===== config.mk =====
export PLATFORM = sky130hd
export DESIGN_NAME = percent_decode_stream_flat
export DESIGN_NICKNAME = d
export VERILOG_FILES = /design/src/rtl/pds_pkg.sv /design/src/rtl/pds_if.sv /design/src/rtl/percent_decode_stream.sv /design/src/rtl/pds_front.sv /design/src/rtl/pds_fifo.sv /design/src/rtl/pds_back.sv /design/src/flat_wrapper.sv
export SDC_FILE = /design/constraint.sdc
export NUM_CORES = 1
export LEC_CHECK = 0
export ABC_AREA = 1
export BUFFER_PORTS_ARGS = -buffer_cell sky130_fd_sc_hd__buf_2
export CAP_MARGIN = 20
export CORE_UTILIZATION = 60
export CTS_CLUSTER_DIAMETER = 80
export DETAILED_ROUTE_END_ITERATION = 16
export PLACE_DENSITY = 0.89
export SYNTH_ARGS = -nofsm -noshare
export SYNTH_HDL_FRONTEND = slang
export SYNTH_SLANG_ARGS = --single-unit

===== constraint.sdc =====
create_clock -name i_clk -period 6.7 [get_ports i_clk]
set_input_delay 1.34 -clock i_clk [delete_from_list [all_inputs] [get_ports i_clk]]
set_output_delay 1.34 -clock i_clk [all_outputs]
set_load 0.01 [all_outputs]

===== src/rtl/pds_pkg.sv =====
`timescale 1ns / 1ps
// ---------------------------------------------------------------------------
// pds_pkg - shared types and helpers for the percent decoder
// Escape phase codes, the command word passed from the front to the back,
// and the hex digit decode.
// ---------------------------------------------------------------------------
package pds_pkg;

    // Default depth of the command queue between front and back
    localparam int FIFO_DEPTH = 4;

    localparam logic [7:0] PCT_CHAR = 8'h25;   // '%'

    // Escape phase, one-hot
    typedef enum logic [2:0] {
        PH_PLAIN = 3'b001,
        PH_PCT   = 3'b010,
        PH_DIGIT = 3'b100
    } t_phase;

    // One queued command: a first result, and an optional second result
    typedef struct packed {
        logic       a_end;
        logic [7:0] a_byte;
        logic       b_valid;
        logic       b_end;
        logic [7:0] b_byte;
    } t_cmd;

    // Front to queue
    typedef struct packed {
        logic push;
        t_cmd cmd;
    } t_qwr;

    // Queue to back
    typedef struct packed {
        logic avail;
        t_cmd cmd;
    } t_qrd;

    // Hex digit decode result
    typedef struct packed {
        logic       ok;
        logic [3:0] val;
    } t_hex;

    function automatic t_hex hex_decode(input logic [7:0] c);
        t_hex r;
        r.ok  = 1'b0;
        r.val = 4'd0;
        if (c >= 8'h30 && c <= 8'h39) begin
            r.ok  = 1'b1;
            r.val = c[3:0];
        end else if ((c >= 8'h41 && c <= 8'h46) || (c >= 8'h61 && c <= 8'h66)) begin
            // 'A'..'F' and 'a'..'f' both carry the digit in the low bits, offset by 9
            r.ok  = 1'b1;
            r.val = c[3:0] + 4'd9;
        end
        return r;
    endfunction

endpackage


===== src/rtl/pds_if.sv =====
`timescale 1ns / 1ps
// ---------------------------------------------------------------------------
// pds_if - stream channels of the percent decoder
// Input channel carries encoded bytes and the end flag, output channel
// carries decoded bytes and the end marker. Valid/ready handshake.
// ---------------------------------------------------------------------------
interface pds_in_if;
    logic       valid;
    logic       ready;
    logic [7:0] char_byte;
    logic       end_of_text;

    modport source (output valid, output char_byte, output end_of_text, input ready);
    modport sink   (input valid, input char_byte, input end_of_text, output ready);
endinterface

interface pds_out_if;
    logic       valid;
    logic       ready;
    logic [7:0] out_byte;
    logic       out_end;

    modport source (output valid, output out_byte, output out_end, input ready);
    modport sink   (input valid, input out_byte, input out_end, output ready);
endinterface


===== src/rtl/percent_decode_stream.sv =====
`timescale 1ns / 1ps
// ---------------------------------------------------------------------------
// percent_decode_stream - streaming URL percent decoder
// Decodes %XX escapes in a byte stream, one input word per cycle while the command queue is not full.
// ---------------------------------------------------------------------------
// Usage:
//   i_in carries one byte of encoded text per word; a word with end_of_text
//   set closes the text (its char_byte is ignored). o_out carries decoded
//   bytes; the last word of each text has out_end set and out_byte zero.
//   A '%' plus two hex digits gives one byte; a broken escape drops the '%'
//   and passes the rest on (a held digit is sent as received).
// Output path: a word that yields output is pushed into the command queue
//   when accepted, then loaded from the queue head into the back end's
//   output register, from which o_out shows it.
// Throughput: one input word per cycle while the queue is not full. The back
//   end sends one output word per cycle while the receiver is ready; a word
//   with two results (broken escape after a digit) sends both in turn. The
//   P_FIFO_DEPTH-entry queue absorbs that; i_in.ready drops only when full.
// Reset: synchronous, active low; the queue empties, the decoder returns to
//   plain text and o_out.valid goes low.
// Receiver stall: o_out holds its word; input is still taken until the
//   queue is full.
// ---------------------------------------------------------------------------
module percent_decode_stream #(
    parameter int P_FIFO_DEPTH = pds_pkg::FIFO_DEPTH
) (
    input  logic      i_clk,
    input  logic      i_rst_n,
    pds_in_if.sink    i_in,
    pds_out_if.source o_out
);
    import pds_pkg::*;

    t_qwr qwr;
    t_qrd qrd;
    logic full;
    logic pop;

    // Classification and escape tracking
    pds_front u_front (
        .i_clk   (i_clk),
        .i_rst_n (i_rst_n),
        .i_in    (i_in),
        .i_full  (full),
        .o_qwr   (qwr)
    );

    // Command queue
    pds_fifo #(
        .P_DEPTH (P_FIFO_DEPTH)
    ) u_fifo (
        .i_clk   (i_clk),
        .i_rst_n (i_rst_n),
        .i_qwr   (qwr),
        .o_full  (full),
        .i_pop   (pop),
        .o_qrd   (qrd)
    );

    // Result delivery
    pds_back u_back (
        .i_clk   (i_clk),
        .i_rst_n (i_rst_n),
        .i_qrd   (qrd),
        .o_pop   (pop),
        .o_out   (o_out)
    );

endmodule


===== src/rtl/pds_front.sv =====
`timescale 1ns / 1ps
// ---------------------------------------------------------------------------
// pds_front - input side of the percent decoder
// Accepts one word per cycle while the queue is not full, tracks the escape phase and turns each word
// into zero, one or two results, pushed into the queue as one command.
// ---------------------------------------------------------------------------
module pds_front (
    input  logic          i_clk,
    input  logic          i_rst_n,
    pds_in_if.sink        i_in,
    input  logic          i_full,
    output pds_pkg::t_qwr o_qwr
);
    import pds_pkg::*;

    t_phase     r_phase, n_phase;
    logic [7:0] r_held,  n_held;
    logic       acc;
    t_hex       hx, hh;
    t_qwr       qwr;

    assign i_in.ready = !i_full;
    assign acc        = i_in.valid && i_in.ready;
    assign hx         = hex_decode(i_in.char_byte);
    assign hh         = hex_decode(r_held);

    // Classify the word against the current phase
    always_comb begin
        n_phase = r_phase;
        n_held  = r_held;
        qwr     = '0;
        if (acc) begin
            if (i_in.end_of_text) begin
                // End counts as not hex: flush a held digit, then the marker
                qwr.push = 1'b1;
                n_phase  = PH_PLAIN;
                if (r_phase == PH_DIGIT) begin
                    qwr.cmd.a_byte  = r_held;
                    qwr.cmd.b_valid = 1'b1;
                    qwr.cmd.b_end   = 1'b1;
                end else begin
                    qwr.cmd.a_end = 1'b1;
                end
            end else begin
                unique case (r_phase)
                    PH_PCT: begin
                        if (hx.ok) begin
                            n_held  = i_in.char_byte;
                            n_phase = PH_DIGIT;
                        end else if (i_in.char_byte == PCT_CHAR) begin
                            n_phase = PH_PCT;
                        end else begin
                            qwr.push       = 1'b1;
                            qwr.cmd.a_byte = i_in.char_byte;
                            n_phase        = PH_PLAIN;
                        end
                    end
                    PH_DIGIT: begin
                        qwr.push = 1'b1;
                        if (hx.ok) begin
                            qwr.cmd.a_byte = {hh.val, hx.val};
                            n_phase        = PH_PLAIN;
                        end else begin
                            // Bad second digit: held digit goes out as received
                            qwr.cmd.a_byte = r_held;
                            if (i_in.char_byte == PCT_CHAR) begin
                                n_phase = PH_PCT;
                            end else begin
                                qwr.cmd.b_valid = 1'b1;
                                qwr.cmd.b_byte  = i_in.char_byte;
                                n_phase         = PH_PLAIN;
                            end
                        end
                    end
                    default: begin
                        if (i_in.char_byte == PCT_CHAR) begin
                            n_phase = PH_PCT;
                        end else begin
                            qwr.push       = 1'b1;
                            qwr.cmd.a_byte = i_in.char_byte;
                            n_phase        = PH_PLAIN;
                        end
                    end
                endcase
            end
        end
    end

    assign o_qwr = qwr;

    always_ff @(posedge i_clk) begin
        if (!i_rst_n) begin
            r_phase <= PH_PLAIN;
        end else begin
            r_phase <= n_phase;
        end
    end

    // Held digit only read in the digit phase, no reset needed
    always_ff @(posedge i_clk) begin
        r_held <= n_held;
    end

    // An end word always leaves the decoder in plain text
    a_end_plain: assert property (@(posedge i_clk) disable iff (!i_rst_n)
        (acc && i_in.end_of_text) |=> (r_phase == PH_PLAIN))
        else $error("phase not plain after end word");

endmodule


===== src/rtl/pds_fifo.sv =====
`timescale 1ns / 1ps
// ---------------------------------------------------------------------------
// pds_fifo - command queue between front and back
// Small register queue; head entry is visible while not empty.
// ---------------------------------------------------------------------------
module pds_fifo #(
    parameter int P_DEPTH = pds_pkg::FIFO_DEPTH
) (
    input  logic          i_clk,
    input  logic          i_rst_n,
    input  pds_pkg::t_qwr i_qwr,
    output logic          o_full,
    input  logic          i_pop,
    output pds_pkg::t_qrd o_qrd
);
    import pds_pkg::*;

    localparam int AW = (P_DEPTH > 1) ? $clog2(P_DEPTH) : 1;
    localparam int CW = $clog2(P_DEPTH + 1);

    t_cmd            r_mem [P_DEPTH];
    logic [AW-1:0]   r_wr_ptr, n_wr_ptr;
    logic [AW-1:0]   r_rd_ptr, n_rd_ptr;
    logic [CW-1:0]   r_count,  n_count;
    logic            push, pop;

    assign o_full      = (r_count == CW'(P_DEPTH));
    assign push        = i_qwr.push && !o_full;
    assign pop         = i_pop && (r_count != '0);
    assign o_qrd.avail = (r_count != '0);
    assign o_qrd.cmd   = r_mem[r_rd_ptr];

    // Pointer and fill count update
    always_comb begin
        n_wr_ptr = r_wr_ptr;
        n_rd_ptr = r_rd_ptr;
        n_count  = r_count;
        if (push) begin
            n_wr_ptr = (r_wr_ptr == AW'(P_DEPTH - 1)) ? '0 : r_wr_ptr + 1'b1;
        end
        if (pop) begin
            n_rd_ptr = (r_rd_ptr == AW'(P_DEPTH - 1)) ? '0 : r_rd_ptr + 1'b1;
        end
        if (push && !pop) begin
            n_count = r_count + 1'b1;
        end else if (pop && !push) begin
            n_count = r_count - 1'b1;
        end
    end

    always_ff @(posedge i_clk) begin
        if (!i_rst_n) begin
            r_wr_ptr <= '0;
            r_rd_ptr <= '0;
            r_count  <= '0;
        end else begin
            r_wr_ptr <= n_wr_ptr;
            r_rd_ptr <= n_rd_ptr;
            r_count  <= n_count;
        end
    end

    always_ff @(posedge i_clk) begin
        if (push) begin
            r_mem[r_wr_ptr] <= i_qwr.cmd;
        end
    end

    // The front never pushes into a full queue
    a_no_overflow: assert property (@(posedge i_clk) disable iff (!i_rst_n)
        !(i_qwr.push && o_full))
        else $error("push into full command queue");

    // The back never pops an empty queue
    a_no_underflow: assert property (@(posedge i_clk) disable iff (!i_rst_n)
        !(i_pop && (r_count == '0)))
        else $error("pop from empty command queue");

    // Fill count stays in range
    a_count_range: assert property (@(posedge i_clk) disable iff (!i_rst_n)
        r_count <= CW'(P_DEPTH))
        else $error("command queue count out of range");

endmodule


===== src/rtl/pds_back.sv =====
`timescale 1ns / 1ps
// ---------------------------------------------------------------------------
// pds_back - output side of the percent decoder
// Takes one command from the queue and delivers its one or two results,
// one output word per cycle, holding them while the receiver stalls.
// ---------------------------------------------------------------------------
module pds_back (
    input  logic          i_clk,
    input  logic          i_rst_n,
    input  pds_pkg::t_qrd i_qrd,
    output logic          o_pop,
    pds_out_if.source     o_out
);
    import pds_pkg::*;

    t_cmd r_cur,    n_cur;
    logic r_busy,   n_busy;
    logic r_second, n_second;
    logic out_acc;
    logic last;

    assign out_acc        = o_out.valid && o_out.ready;
    assign last           = r_second || !r_cur.b_valid;
    assign o_pop          = i_qrd.avail && (!r_busy || (out_acc && last));

    assign o_out.valid    = r_busy;
    assign o_out.out_byte = r_second ? r_cur.b_byte : r_cur.a_byte;
    assign o_out.out_end  = r_second ? r_cur.b_end  : r_cur.a_end;

    // Step through the results of the current command, then load the next
    always_comb begin
        n_cur    = r_cur;
        n_busy   = r_busy;
        n_second = r_second;
        if (out_acc && !last) begin
            n_second = 1'b1;
        end else if (!r_busy || out_acc) begin
            n_second = 1'b0;
            n_busy   = i_qrd.avail;
            if (i_qrd.avail) begin
                n_cur = i_qrd.cmd;
            end
        end
    end

    always_ff @(posedge i_clk) begin
        if (!i_rst_n) begin
            r_busy   <= 1'b0;
            r_second <= 1'b0;
        end else begin
            r_busy   <= n_busy;
            r_second <= n_second;
        end
    end

    always_ff @(posedge i_clk) begin
        r_cur <= n_cur;
    end

    // The second slot is only shown when the command has one
    a_second_valid: assert property (@(posedge i_clk) disable iff (!i_rst_n)
        r_second |-> (r_busy && r_cur.b_valid))
        else $error("second result shown without one queued");

endmodule


===== src/flat_wrapper.sv =====
// flat-port wrapper written by rule: the top's interface ports become plain ports
module percent_decode_stream_flat import pds_pkg::*;
#(
    parameter int P_FIFO_DEPTH = pds_pkg::FIFO_DEPTH
)
  (i_clk, i_rst_n, i_in_valid, i_in_char_byte, i_in_end_of_text, i_in_ready, o_out_valid, o_out_out_byte, o_out_out_end, o_out_ready);
  pds_in_if i_in_i ();
  pds_out_if o_out_i ();
  input  logic i_clk;
  input  logic i_rst_n;
  input wire logic [$bits(i_in_i.valid)-1:0] i_in_valid;
  input wire logic [$bits(i_in_i.char_byte)-1:0] i_in_char_byte;
  input wire logic [$bits(i_in_i.end_of_text)-1:0] i_in_end_of_text;
  output wire logic [$bits(i_in_i.ready)-1:0] i_in_ready;
  output wire logic [$bits(o_out_i.valid)-1:0] o_out_valid;
  output wire logic [$bits(o_out_i.out_byte)-1:0] o_out_out_byte;
  output wire logic [$bits(o_out_i.out_end)-1:0] o_out_out_end;
  input wire logic [$bits(o_out_i.ready)-1:0] o_out_ready;
  assign i_in_i.valid = i_in_valid;
  assign i_in_i.char_byte = i_in_char_byte;
  assign i_in_i.end_of_text = i_in_end_of_text;
  assign i_in_ready = i_in_i.ready;
  assign o_out_valid = o_out_i.valid;
  assign o_out_out_byte = o_out_i.out_byte;
  assign o_out_out_end = o_out_i.out_end;
  assign o_out_i.ready = o_out_ready;
  percent_decode_stream #(.P_FIFO_DEPTH(P_FIFO_DEPTH)) u_core (.i_clk(i_clk), .i_rst_n(i_rst_n), .i_in(i_in_i), .o_out(o_out_i));
endmodule

# Word-level counts from Yosys, hierarchy flattened
# Memory sizes are Yosys's and may differ from the RTL's. A register that Yosys moved wholly into a read port is not among the register bits.
# Index checks and enable logic that the tools add are counted.
totals:
  register_bits: 20
  ram_bits: 76
  inputBits: 13
  memories: 1
op_classes:
  n_addsub: 6
  n_lt_le_gt_ge: 12
  n_eq_ne: 6
  n_mux: 36
  bitwise_logic: 2
  reduce_logical: 32
memory_table:
  columns: ["name", "words", "word_bits", "read_ports", "rd_ports_with_merged_regs", "wr", "line", "text"]
  rows:
  - ["u_core.u_fifo.r_mem", 4, 19, 1, 1, 1, "pds_fifo.sv:21", "t_cmd r_mem [P_DEPTH];"]
ops:
  columns: ["cell", "count"]
  rows:
  - ["two-way mux 8 bit", 6]
  - ["greater-or-equal comparator 8 x 7 -> 1 bit (second input constant)", 4]
  - ["less-or-equal comparator 8 x 7 -> 1 bit (second input constant)", 4]
  - ["two-way mux 20 bit", 1]
  - ["greater-or-equal comparator 8 x 6 -> 1 bit (second input constant)", 2]
  - ["less-or-equal comparator 8 x 6 -> 1 bit (second input constant)", 2]
  - ["case mux 8 bit (2 select lines)", 1]
  - ["logical AND 1 bit", 15]
  - ["two-way mux 3 bit", 5]
  - ["two-way mux 1 bit", 12]
  - ["two-way mux 10 bit", 1]
  - ["two-way mux 5 bit", 2]
  - ["two-way mux 9 bit", 1]
  - ["adder 4 bit (second input constant)", 2]
  - ["== test 8 x 6 -> 1 bit (second input constant)", 1]
  - ["two-way mux 4 bit", 2]
  - ["== test 3 bit (second input constant)", 2]
  - ["logical NOT 1 bit", 6]
  - ["two-way mux 2 bit", 3]
  - ["case mux 3 bit (2 select lines)", 1]
  - ["logical OR 1 bit", 5]
  - ["adder 2 x 1 -> 2 bit (second input constant)", 2]
  - ["== test 2 bit (second input constant)", 2]
  - ["AND reduction 4 bit", 1]
  - ["other kinds (9)", 11]

# Depth between registers and ports, before layout
depth:
  word_depth: 14
  mapped_depth: 18

# Modules after synthesis
# From an unflattened synthesis, not the netlist that was laid out.
unflattened:
  cells_unflattened: 525
  area_unflattened_um2: 5466.5
modules_own_cells:
  columns: ["mod", "instances", "cells_each", "area_each_um2"]
  rows:
  - ["pds_fifo", 1, 255, 3358.2]
  - ["pds_front", 1, 204, 1311.3]
  - ["pds_back", 1, 66, 797.0]

# Worst setup path before layout
# No wires, ideal clock.
synth_path:
  path_kind: "input to register"
  from: "in o_out_ready"
  to: "reg u_core.u_fifo.r_count[1]"
  setup_time_ns: 0.119
  arrival_time_ns: 3.500
  required_ns: 6.581
  setup_slack_ns: 3.081
  stages: 10
  path_cell_list: "nand2_1 -> nand2_1 -> inv_1 -> nor2_1 -> inv_1 -> ha_1 -> inv_1 -> fa_1 -> o21ai_0 -> a21oi_1"
synth_via:
  elab_chain_cells: 8
synth_lines:
  columns: ["item", "line", "text"]
  rows:
  - ["from (decl)", "flat_wrapper.sv:18", "input wire logic [$bits(o_out_i.ready)-1:0] o_out_ready;"]
  - ["logical AND 1 bit", "pds_back.sv:22", "assign out_acc = o_out.valid && o_out.ready;"]
  - ["logical AND 1 bit", "pds_back.sv:24", "assign o_pop = i_qrd.avail && (!r_busy || (out_acc && last));"]
  - ["logical OR 1 bit", "pds_back.sv:24", null]
  - ["logical AND 1 bit", "pds_back.sv:24", null]
  - ["logical AND 1 bit", "pds_fifo.sv:29", "assign pop = i_pop && (r_count != '0);"]
  - ["logical NOT 1 bit", "pds_fifo.sv:44", "if (push && !pop) begin"]
  - ["logical AND 1 bit", "pds_fifo.sv:44", null]
  - ["two-way mux 3 bit", "pds_fifo.sv:44", null]
  - ["via u_core.u_fifo.n_count[1]", "pds_fifo.sv:24", "logic [CW-1:0] r_count, n_count;"]
  - ["to (signal assigned)", "pds_fifo.sv:59", "r_count <= n_count;"]
  - ["to (decl)", "pds_fifo.sv:24", null]
# The timed path passes the listed nets, and every way through them passes these cells.
# A chain may end at the register's enable or synchronous reset.

# Final worst setup path
layout_path:
  from: "in i_in_char_byte[0]"
  to: "reg u_core.u_fifo.r_count[2]"
layout_via:
  elab_chain_cells: 13
layout_lines:
  columns: ["item", "line", "text"]
  rows:
  - ["from (decl)", "flat_wrapper.sv:12", "input wire logic [$bits(i_in_i.char_byte)-1:0] i_in_char_byte;"]
  - ["greater-or-equal comparator 8 x 7 -> 1 bit / less-or-equal comparator 8 x 7 -> 1 bit (equally long branches)", "pds_pkg.sv:55", "end else if ((c >= 8'h41 && c <= 8'h46) || (c >= 8'h61 && c <= 8'h66)) begin"]
  - ["logical AND 1 bit", "pds_pkg.sv:55", null]
  - ["logical OR 1 bit", "pds_pkg.sv:55", null]
  - ["two-way mux 5 bit", "pds_pkg.sv:55", null]
  - ["two-way mux 5 bit", "pds_pkg.sv:52", "if (c >= 8'h30 && c <= 8'h39) begin"]
  - ["two-way mux 1 bit", "pds_front.sv:47", "if (hx.ok) begin"]
  - ["case mux 1 bit (2 select lines) *", "pds_front.sv:45", "unique case (r_phase)"]
  - ["two-way mux 1 bit *", "pds_front.sv:33", "if (i_in.end_of_text) begin"]
  - ["two-way mux 20 bit *", "pds_front.sv:32", "if (acc) begin"]
  - ["logical AND 1 bit *", "pds_fifo.sv:28", "assign push = i_qwr.push && !o_full;"]
  - ["via u_core.u_fifo.push", "pds_fifo.sv:25", "logic push, pop;"]
  - ["logical NOT 1 bit", "pds_fifo.sv:46", "end else if (pop && !push) begin"]
  - ["logical AND 1 bit", "pds_fifo.sv:46", null]
  - ["nonzero test 2 bit (no source line)", null, null]
# Mark *: on every way through the listed nets, which the timed path passes. The rest lies on a longest branch.

==> run_results.csv <==
group,metric,value,unit
route,num_vias,3828,
setup_path,endpoint_kind,"register",
die,die_area,9160,um2
setup_path,critPathLaunchType,"input pin",
clock_network,htree_levels,4,
sta,skew,0.0118,ns
layout,drive_above_1_share,0.151,
placement,io_buffer_count,23,
synthesis,synth_top_area_share,0.587,
placement,dp_slack,2.85,ns
setup_path,worst-r2r-setup-slack,3.92,ns
synthesis,ys_top_cells_by_count,"nand2_1, edfxtp_1, nor2_1",
grt,overflow,0,
synthesis,synth_cells,513,
die,die_x,95.7,um
grt,grt_pass1_wl,18100,um
route,wl,11500,um
hold_path,hp-class,"reg -> reg",
clock_network,cts_buffers,17,
power,ir_drop,243,uV
setup_path,critical_path.max_fanout,9,
clock_network,path_clk_slew,0.06,ns
sta,rsz0062_at_grt,"false",
synthesis,yosysTopAreaCell,"edfxtp_1",
route,viasPerCell,5.79,
layout,multi_input_area,1670,um2
synthesis,async_flop_share,0,
layout,seqCellArea,3330,um2
synthesis,synth_nets,540,
sta,slew_headroom,0.281,
run_status,status,"finished, final reports clean",
clock_network,clockBufferDepth,2,
placement,dp_cells,628,
layout,syn2layout_area_growth,15.5,%
grt,grt_pass1_vias,3680,
setup_path,reg2reg_from,"u_core.u_back.r_second$_SDFFE_PN0P_",
synthesis,synth_edf_count,103,
route,drt-initial-drc-count,362,
grt,grt_max_degree,42,
route,ant_nets,0,
synthesis,netlist_area,5270,um2
layout,nFillCells,536,
flow_run,drv_cap,0,
die,io_pins,24,
grt,antenna_found_initial,0,
route,wire_per_inst,17.4,um
hold_path,hp-start,"u_core.u_front.r_phase[2]$_SDFFE_PN0P_",
sta,setup_viol,0,
hold_path,hold_end,"u_core.u_front.r_phase[2]$_SDFFE_PN0P_",
clock_network,clock-sinks,115,
setup_path,cp.arrival,3.78,ns
synthesis,netlist_top_cells_area,"edfxtp_1, nand2_1, o21ai_0",
grt,grt_usage,0.275,
die,initial_utilization,0.632,
placement,gp_congestion,0.919,
layout,fin_nets,570,
sta,tightest_slew,1.08,ns
synthesis,synthFlopType,"edfxtp_1",
die,rows,33,
sta,fmax,295,MHz
die,core-area,8340,um2
hold_path,hold_depth,2,
placement,hpwl,7100,um
layout,fin_cells,661,
clock_network,clkLatencyLatePin,0.51,ns
sta,tns,0,ns
setup_path,worstSetupPathType,"in -> reg",
synthesis,synthDistinctLibCells,30,
clock_network,cts_tree,"yes",
layout,n_antenna_cell,0,
sta,hold_viol_final,0,
synthesis,synth_warnings,0,
clock_network,root_buffer,"clkbuf_8",
synthesis,syn_avg_cell_area,10.3,um2
synthesis,ys_seq_area_frac,0.633,
route,drtPass1Iterations,6,
sta,drv_slew,0,
synthesis,synth.most_common_cell,"nand2_1",
clock_network,cts_resized,0,
route,route.detailed.drc,0,
clock_network,cts_hold_buffers,0,
sta,fin_crit,3.39,ns
power,powerDensity,404,nW/um2
setup_path,critPathRequiredTime,7.09,ns
synthesis,synth_seq_cells,115,
setup_path,r2r-end,"u_core.u_fifo.r_count[1]$_SDFFE_PN0P_",
setup_path,r2r_cells,13,
die,die_h,95.7,um
power,p_leak,2.51,nW
sta,period_share,0.506,
clock_network,postCtsSetupRepairBufs,0,
sta,setup_ws,3.31,ns
-- per-stage QoR --
stage	area [um2]	utilization	hold slack, ns	power (mW)
floorplan	5270	-	0.444	1.37
global placement	5470	0.656	0.457	1.50
detailed placement	5470	0.656	0.460	1.54
CTS	6070	0.728	0.469	2.46
global route	6080	0.729	0.521	2.59
finish	6080	0.729	0.469	2.46
-- worst max-delay path, cell delays in order --
cell     delay (ns)
buf_2          0.17
inv_1          0.10
ha_1           0.22
nand2_1        0.09
nand3_2        0.08
nand2_4        0.13
inv_4          0.06
nor2_8         0.15
nand3_4        0.09
nand2_4        0.10
nand2_4        0.08
inv_2          0.06
ha_1           0.15
inv_1          0.08
fa_1           0.38
a21oi_1        0.15
o21ai_0        0.12
o21ai_0        0.15
a21oi_1        0.06
-- flip-flops by register name (all words and copies together) (netlist names) --
name                       cells
u_core.u_fifo.r_count          3
u_core.u_fifo.r_rd_ptr         2
u_core.u_back.r_cur           19
u_core.u_fifo.r_wr_ptr         2
u_core.u_back.o_out.valid      1
u_core.u_back.r_second         1
u_core.u_front.r_held          8
u_core.u_front.r_phase         3
u_core.u_fifo.r_mem           76
-- metal layers --
| layer | GRT usage | part of all wire |
|---|---|---|
| met1 | 0.345 | 0.42 |
| met2 | 0.461 | 0.50 |
| met3 | 0.0798 | 0.072 |
| met4 | 0.0920 | 0.0094 |
| met5 | 0 | 0 |
-- cell type report --
type	instances	area share
multi-input combinational	330	0.275
inverter	53	0.0331
tap	105	0.0216
timing repair buffer	26	0.0239
clock inverter	14	0.0298
clock buffer	18	0.0687
sequential	115	0.548
-- report_power, final --
part           total [mW]  leakage (nW)  internal [mW]  switching (mW)
Clock               0.902         0.278          0.570           0.331
Sequential           1.01          1.12          0.952          0.0575
Combinational       0.547          1.11          0.170           0.377
Total                2.46          2.51           1.69           0.766
-- how the worst max path moves through the flow --
stage | start | endpoint | slack [ns] | depth (start not counted)
5_1_grt | i_in_char_byte[1] | u_core.u_fifo.r_count[2]$_SDFFE_PN0P_ | 3.12 | 19
3_5_place_dp | i_in_char_byte[1] | u_core.u_fifo.r_mem[3][10]$_DFFE_PP_ | 2.85 | 12
2_1_floorplan | o_out_ready | u_core.u_fifo.r_count[1]$_SDFFE_PN0P_ | 3.08 | 10
6_report | i_in_char_byte[0] | u_core.u_fifo.r_count[2]$_SDFFE_PN0P_ | 3.31 | 19
4_1_cts | i_in_char_byte[1] | u_core.u_fifo.r_mem[0][16]$_DFFE_PP_ | 3.36 | 12
3_3_place_gp | i_in_char_byte[1] | u_core.u_fifo.r_count[2]$_SDFFE_PN0P_ | 2.96 | 19
-- logic make-up after synthesis --
kind of cell | share of synthesized area
buf+inv | 0.0496
simple gates | 0.189
fa+ha+maj | 0.0347
flops | 0.633
xor+xnor | 0.00166
compound gates | 0.0924
-- layout by cell type, fill, tap and decap left out, types with 2 or more instances in the layout --
cell type,Yosys,final
edfxtp_1,103,103
buf_4,1,2
nand2_2,3,3
clkbuf_16,0,16
dfxtp_1,12,12
ha_1,13,13
clkinvlp_4,0,4
o21ai_0,52,52
nand3_1,24,24
clkinv_4,0,5
nor2_4,2,2
clkinv_1,2,2
inv_2,5,5
nor2_2,7,7
bufinv_16,0,3
inv_6,0,2
nor2_1,64,64
nor3_1,2,2
o22ai_1,19,19
o21ai_1,6,6
a21oi_1,14,14
nand3b_1,2,2
nand2_1,110,110
nor3_2,3,3
inv_1,45,45
nand2_4,3,3
buf_2,0,23
No activity file was read; power rests on OpenSTA's default activity.
